`src/rtl/line_log_ring_buffer_core_macros.svh`:
```
// Assertion macros shared by the line log ring buffer RTL.
`ifndef LINE_LOG_RING_BUFFER_CORE_MACROS_SVH
`define LINE_LOG_RING_BUFFER_CORE_MACROS_SVH

// Clocking and reset qualification used by every check.
`define LLRB_CLK_RST @(posedge clk) disable iff (!rst_n)

// Overlapping implication check with a labelled error report.
`define LLRB_CHECK(lbl, ant, cons, msg) \
  lbl: assert property (`LLRB_CLK_RST (ant) |-> (cons)) else $error(msg);

`endif

```
`src/rtl/llrb_pkg.sv`:
```
// Package with the constants, codes and types of the line log ring buffer.
`timescale 1ns / 1ps
package llrb_pkg;

  localparam int LOG_SIZE    = 2048;
  localparam int NUM_READERS = 4;
  localparam int MAX_READ    = 64;
  localparam int ADDR_W      = $clog2(LOG_SIZE);
  localparam int SLOT_W      = (NUM_READERS > 1) ? $clog2(NUM_READERS) : 1;
  localparam int CNT_W       = 32;
  localparam int LEN_W       = 7;

  localparam logic [7:0] NL  = 8'h0A;
  localparam logic [7:0] NUL = 8'h00;

  typedef enum logic [1:0] {
    OP_WRITE = 2'd0,
    OP_OPEN  = 2'd1,
    OP_READ  = 2'd2,
    OP_CLOSE = 2'd3
  } op_e;

  typedef enum logic [2:0] {
    STS_OK           = 3'd0,
    STS_LOST         = 3'd1,
    STS_EMPTY        = 3'd2,
    STS_NO_READER    = 3'd3,
    STS_ALREADY_OPEN = 3'd4
  } sts_e;

  typedef enum logic [2:0] {
    BK_IDLE,
    BK_DISPATCH,
    BK_EVICT_RD,
    BK_EVICT_CHK,
    BK_RD_ISSUE,
    BK_RD_DATA,
    BK_EMIT_NL,
    BK_RESULT
  } bk_state_e;

  typedef struct packed {
    op_e              op;
    logic [7:0]       data;
    logic [1:0]       reader;
    logic             slot_bad;
    logic [LEN_W-1:0] limit;
  } cmd_t;

endpackage

```
`src/rtl/llrb_in_if.sv`:
```
// Input channel interface carrying one command item.
`timescale 1ns / 1ps
interface llrb_in_if;
  logic       valid;
  logic       ready;
  logic [1:0] operation;
  logic [7:0] data_byte;
  logic [1:0] reader;
  logic [6:0] max_len;

  modport source (output valid, operation, data_byte, reader, max_len, input ready);
  modport sink   (input valid, operation, data_byte, reader, max_len, output ready);
endinterface

```
`src/rtl/llrb_front.sv`:
```
// Front end: accepts command items, classifies them and queues them.
`timescale 1ns / 1ps
module llrb_front (
  input  logic          clk,
  input  logic          rst_n,
  llrb_in_if.sink       in_itm,
  output llrb_pkg::cmd_t q_cmd,
  output logic          q_valid,
  input  logic          q_pop
);
  import llrb_pkg::*;

  cmd_t       slot_r [2];
  logic       wr_ptr_r, wr_ptr_nxt;
  logic       rd_ptr_r, rd_ptr_nxt;
  logic [1:0] cnt_r, cnt_nxt;
  cmd_t       cls;
  logic       push;
  logic       pop;

  // Clamp the length and flag slots beyond the reader table.
  always_comb begin
    cls.op       = op_e'(in_itm.operation);
    cls.data     = in_itm.data_byte;
    cls.reader   = in_itm.reader;
    cls.slot_bad = (32'(in_itm.reader) >= NUM_READERS);
    cls.limit    = (32'(in_itm.max_len) > MAX_READ) ? LEN_W'(MAX_READ) : in_itm.max_len;
  end

  assign in_itm.ready = (cnt_r != 2'd2);
  assign push         = in_itm.valid && in_itm.ready;
  assign pop          = q_pop && q_valid;
  assign q_valid      = (cnt_r != 2'd0);
  assign q_cmd        = slot_r[rd_ptr_r];

  always_comb begin
    wr_ptr_nxt = push ? ~wr_ptr_r : wr_ptr_r;
    rd_ptr_nxt = pop ? ~rd_ptr_r : rd_ptr_r;
    cnt_nxt    = cnt_r + 2'(push) - 2'(pop);
  end

  always_ff @(posedge clk) begin
    if (!rst_n) begin
      wr_ptr_r <= 1'b0;
      rd_ptr_r <= 1'b0;
      cnt_r    <= 2'd0;
    end else begin
      wr_ptr_r <= wr_ptr_nxt;
      rd_ptr_r <= rd_ptr_nxt;
      cnt_r    <= cnt_nxt;
    end
  end

  always_ff @(posedge clk) begin
    if (push) begin
      slot_r[wr_ptr_r] <= cls;
    end
  end
endmodule

```
`src/flat_wrapper.sv`:
```
// flat-port wrapper written by rule: the top's interface ports become plain ports
module llrb_front_flat import llrb_pkg::*;
  (clk, rst_n, q_cmd, q_valid, q_pop, in_itm_valid, in_itm_operation, in_itm_data_byte, in_itm_reader, in_itm_max_len, in_itm_ready);
  llrb_in_if in_itm_i ();
  input  logic clk;
  input  logic rst_n;
  output llrb_pkg::cmd_t q_cmd;
  output logic q_valid;
  input  logic q_pop;
  input wire logic [$bits(in_itm_i.valid)-1:0] in_itm_valid;
  input wire logic [$bits(in_itm_i.operation)-1:0] in_itm_operation;
  input wire logic [$bits(in_itm_i.data_byte)-1:0] in_itm_data_byte;
  input wire logic [$bits(in_itm_i.reader)-1:0] in_itm_reader;
  input wire logic [$bits(in_itm_i.max_len)-1:0] in_itm_max_len;
  output wire logic [$bits(in_itm_i.ready)-1:0] in_itm_ready;
  assign in_itm_i.valid = in_itm_valid;
  assign in_itm_i.operation = in_itm_operation;
  assign in_itm_i.data_byte = in_itm_data_byte;
  assign in_itm_i.reader = in_itm_reader;
  assign in_itm_i.max_len = in_itm_max_len;
  assign in_itm_ready = in_itm_i.ready;
  llrb_front u_core (.clk(clk), .rst_n(rst_n), .in_itm(in_itm_i), .q_cmd(q_cmd), .q_valid(q_valid), .q_pop(q_pop));
endmodule
```
`config.mk`:
```
export PLATFORM = sky130hd
export DESIGN_NAME = llrb_front_flat
export DESIGN_NICKNAME = d
export VERILOG_FILES = /design/src/rtl/line_log_ring_buffer_core_macros.svh /design/src/rtl/llrb_pkg.sv /design/src/rtl/llrb_in_if.sv /design/src/rtl/llrb_front.sv /design/src/flat_wrapper.sv
export SDC_FILE = /design/constraint.sdc
export NUM_CORES = 1
export LEC_CHECK = 0
export CAP_MARGIN = 0
export CORE_UTILIZATION = 55
export CTS_CLUSTER_SIZE = 28
export DETAILED_ROUTE_END_ITERATION = 8
export DONT_BUFFER_PORTS = 1
export MAX_ROUTING_LAYER = met4
export PLACE_DENSITY = 0.68
export REMOVE_ABC_BUFFERS = 1
export SETUP_SLACK_MARGIN = 0.5
export SKIP_LAST_GASP = 1
export SLEW_MARGIN = 20
export SYNTH_ARGS = -nofsm -noshare
export SYNTH_HDL_FRONTEND = slang
export SYNTH_SLANG_ARGS = --single-unit
```
`constraint.sdc`:
```
create_clock -name clk -period 4.19 [get_ports clk]
set_clock_uncertainty 0.05 [all_clocks]
set_input_delay 0.838 -clock clk [delete_from_list [all_inputs] [get_ports clk]]
set_output_delay 0.838 -clock clk [all_outputs]
set_load 0.05 [all_outputs]
```
Word-level counts from Yosys, hierarchy flattened
Memory sizes are Yosys's and may differ from the RTL's. A register that Yosys moved wholly into a read port is not among the register bits. Cells that the tools add are included.

Bitwise gates (word level): 2. Magnitude comparators: 1. Equal/unequal tests: 1. Reduce and logical (&&, ||, !) cells: 3. Add/sub/neg operators: 2. Multiplexer cells: 5.

Operators with widths (number): $gt 7x7->1 const B (1); $mux 7 (1); $mux 1 (4); $add 2x1->2 (1); $logic_and 1x1->1 (2); $ne 2x2->1 const B (1); $not 1->1 (2); $reduce_bool 2->1 (1); $sub 2x1->2 (1).

Output and inout bits: 22. Input port bits: 23. Register bits after elaboration: 4. Memories: 1. Memory bits (writable): 38.

Memory list: u_core.slot_r (words 2, width 19, read ports 1, clocked after Yosys merged registers in 1, wr ports 1, RTL line llrb_front.sv:13) `cmd_t slot_r [2];`.

Depth between registers and ports, before layout
Depth in word-level cells: 4. Depth in mapped cells: 7. Gate-level depth less buffers: 7.

Worst setup path before layout
OpenSTA, ideal clock, no wires.

Path kind: in2reg. From: input in_itm_valid. To: memory u_core.slot_r[0][0] in the netlist's numbering, enable pin. Data arrival time: 1.870 ns. Stages: 2. Slack: 1.873 ns. Required time: 3.743 ns. Path buffers: 0. Setup time: 0.397 ns. Cells stage by stage: and2_4 nor2b_1.

Word-level cells in the longest chain between the ends: 3.

RTL lines: start, declared (RTL line flat_wrapper.sv:10) `input wire logic [$bits(in_itm_i.valid)-1:0] in_itm_valid;`; $logic_and 1x1->1 (RTL line llrb_front.sv:31) `assign push = in_itm.valid && in_itm.ready;`; $mux 1 (RTL line llrb_front.sv:55) `if (push) begin`; $mux 1 (not written as such) (RTL line llrb_front.sv:56) `slot_r[wr_ptr_r] <= cls;`; end, declared (RTL line llrb_front.sv:13).

Every way passes these cells.

==> impl_metrics.json <==
{
  "period_share_pct": 66.34,
  "grt_max_degree": 20,
  "fmax_mhz": 359.7,
  "cp_slowest_cell": "dfxtp_1",
  "ant_nets": 0,
  "final_layout_size_suffix_gt1_share_pct": 29.90,
  "timing_hold_violations_final": 0,
  "final_common_cell": "edfxtp_1",
  "rrSetupSlack_ps": 2030,
  "r2r_cells": 3,
  "dr.pass1.iters": 6,
  "r2r-end": "u_core.slot_r[0][9]",
  "core_area_um2": 2853,
  "critPathCaptureType": "output pin",
  "critPathKind": "reg2out",
  "setup_ws_ps": 1410,
  "setup_tns_ps": 0,
  "rsz0062_at_grt": "no",
  "antenna_found_initial": 0,
  "wl_per_cell_um": 16.70,
  "num_rows": 19,
  "powerDensity_nw_per_um2": 710.1,
  "vias": 738,
  "synth_edf_count": 38,
  "gp_congestion": 0.5863,
  "holdPathStages": 2,
  "synth_warnings": 0,
  "area_delta_synth_final_pct": 2.760,
  "fin_crit_ps": 2780,
  "cts_tree": "built",
  "worstSetupStartpointType": "flip-flop",
  "max_stage_delay_ps": 1000,
  "max-cap-violations": 0,
  "drc_errors": 1,
  "arrival_ps": 1890,
  "status": "finished with violations",
  "final_cell_mix": "edfxtp_1 (38), mux2_4 (10), mux2_2 (9)",
  "worstHoldStart": "u_core.wr_ptr_r",
  "root_buffer": "clkbuf_4",
  "path_cells": "mux2_2",
  "post_cts_resized": 0,
  "chipWidth_um": 57.97,
  "routed_wl_um": 2137,
  "hpwlAfterDp_um": 1377,
  "synthArstFlopShare_pct": 0,
  "grt_overflow": 0,
  "stdcell_count": 128,
  "cts.path.max_buffers": 2,
  "numCtsBuffers": 5,
  "finalNetCount": 121,
  "worstPathRequired_ps": 3300,
  "tightest_slew_ps": 1008,
  "place_inst": 120,
  "relSlewSlack_pct": 32.71,
  "avgSynthCellArea_um2": 18.53,
  "p_leak_nw": 0.6148,
  "initial_core_util_pct": 60.39,
  "hold_buffers": 0,
  "path_buf_inv": 0,
  "htree_levels": 2,
  "grt_pass1_wl_um": 3346,
  "grtUsageTotal_pct": 14.75,
  "fp.dieH_um": 57.97,
  "worstSkewPairLatency_ps": 330,
  "cpLargestDelayFamily": "flip-flops",
  "grt_pass1_vias": 792,
  "synthFlopType": "edfxtp_1",
  "syn_inst": 93,
  "ios": 45,
  "clock-sinks": 43,
  "drt_iter0_markers": 11,
  "place_ws_ps": 1742,
  "syn_area_um2": 1723,
  "synth-seq-cells": 43,
  "hold_path_end": "u_core.wr_ptr_r",
  "port_buffers": 0,
  "crit_fanout": 19,
  "r2r_start": "u_core.cnt_r[0]",
  "violations": "design-rule violations",
  "via_per_inst": 5.766,
  "setup_viol": 0,
  "seq_area_frac_synth_pct": 72.04,
  "path_clk_slew_ps": 110,
  "drv_slew": 0,
  "dieArea_um2": 3361,
  "vdd_ir_drop_max_mv": 0.3841,
  "post-cts-setup-buffers": 0,
  "num_antenna_cells": 0,
  "hold_class": "reg2reg",
  "ys_types": 22
}
==> worst max path at each step <==
stage,slack [ps],cells after the start,from,endpoint
detailed placement,1740,1,flip-flop,q_cmd[8]
finish,1410,1,flip-flop,q_cmd[1]
CTS,1360,1,flip-flop,q_cmd[8]
floorplan,1870,2,in_itm_valid,u_core.slot_r[0][0]
global placement,1760,1,flip-flop,q_cmd[3]
global route,1290,1,flip-flop,q_cmd[19]
==> power breakdown <==
group          internal (mW)  total [mW]  switching [mW]
Sequential             0.548       0.601          0.0536
Clock                 0.0623       0.178           0.115
Combinational          0.140       0.478           0.338
Total                  0.750        1.26           0.507
==> sequential cells by signal, summed over array words and instances, names as in the netlist, named ones only <==
register	count
u_core.cnt_r	2
u_core.wr_ptr_r	1
u_core.rd_ptr_r	1
u_core.slot_r	38
==> synth_stat cells (2+ instances only) <==
master / count / area share (%)
nor2b_1: 9 / 3.3
mux2_4: 10 / 8.7
dfxtp_1: 5 / 5.8
inv_1: 2 / 0.44
mux2_2: 9 / 5.9
xnor2_1: 3 / 1.5
edfxtp_1: 38 / 66
and2_1: 2 / 0.73
ha_1: 2 / 1.5
==> per-stage QoR <==
step / hold slack [ps] / util, % / instance area [um^2] / total power [mW]
finish: 465.3 / 62.06 / 1770 / 1.257
global route: 494.1 / 62.06 / 1770 / 1.313
CTS: 461.9 / 62.06 / 1770 / 1.271
detailed placement: 445.3 / 60.35 / 1722 / 1.097
global placement: 415.4 / 60.35 / 1722 / 1.089
floorplan: 395.0 / - / 1680 / 1.054
==> final cells by class <==
type	instances	area, um^2
clock inverters	2	7.507
multi-input cells	44	434.2
well taps	31	38.79
inverters	2	7.507
fillers	212	1082
clock buffers	6	41.29
flip-flops and latches	43	1241
==> metal layers <==
layer	track usage, %	part of all wire, %	vias to the layer above
li1	-	-	345
met1	14.18	38	354
met2	23.81	50	33
met3	6.920	8.7	6
met4	9.184	2.7	0
met5	-	0	-
==> kinds of logic (layout without fill, tap and decap cells) <==
family / after synthesis / after routing / share of synthesized area [%]
flops: 43 / 43 / 72.04
mux: 19 / 19 / 14.60
simple gates: 17 / 17 / 6.464
buf+inv: 6 / 10 / 2.905
xor+xnor: 3 / 3 / 1.525
fa+ha+maj: 2 / 2 / 1.452
compound gates: 2 / 2 / 0.7987
other cells: 1 / 1 / 0.2177
(Power assumes the default switching activity.)
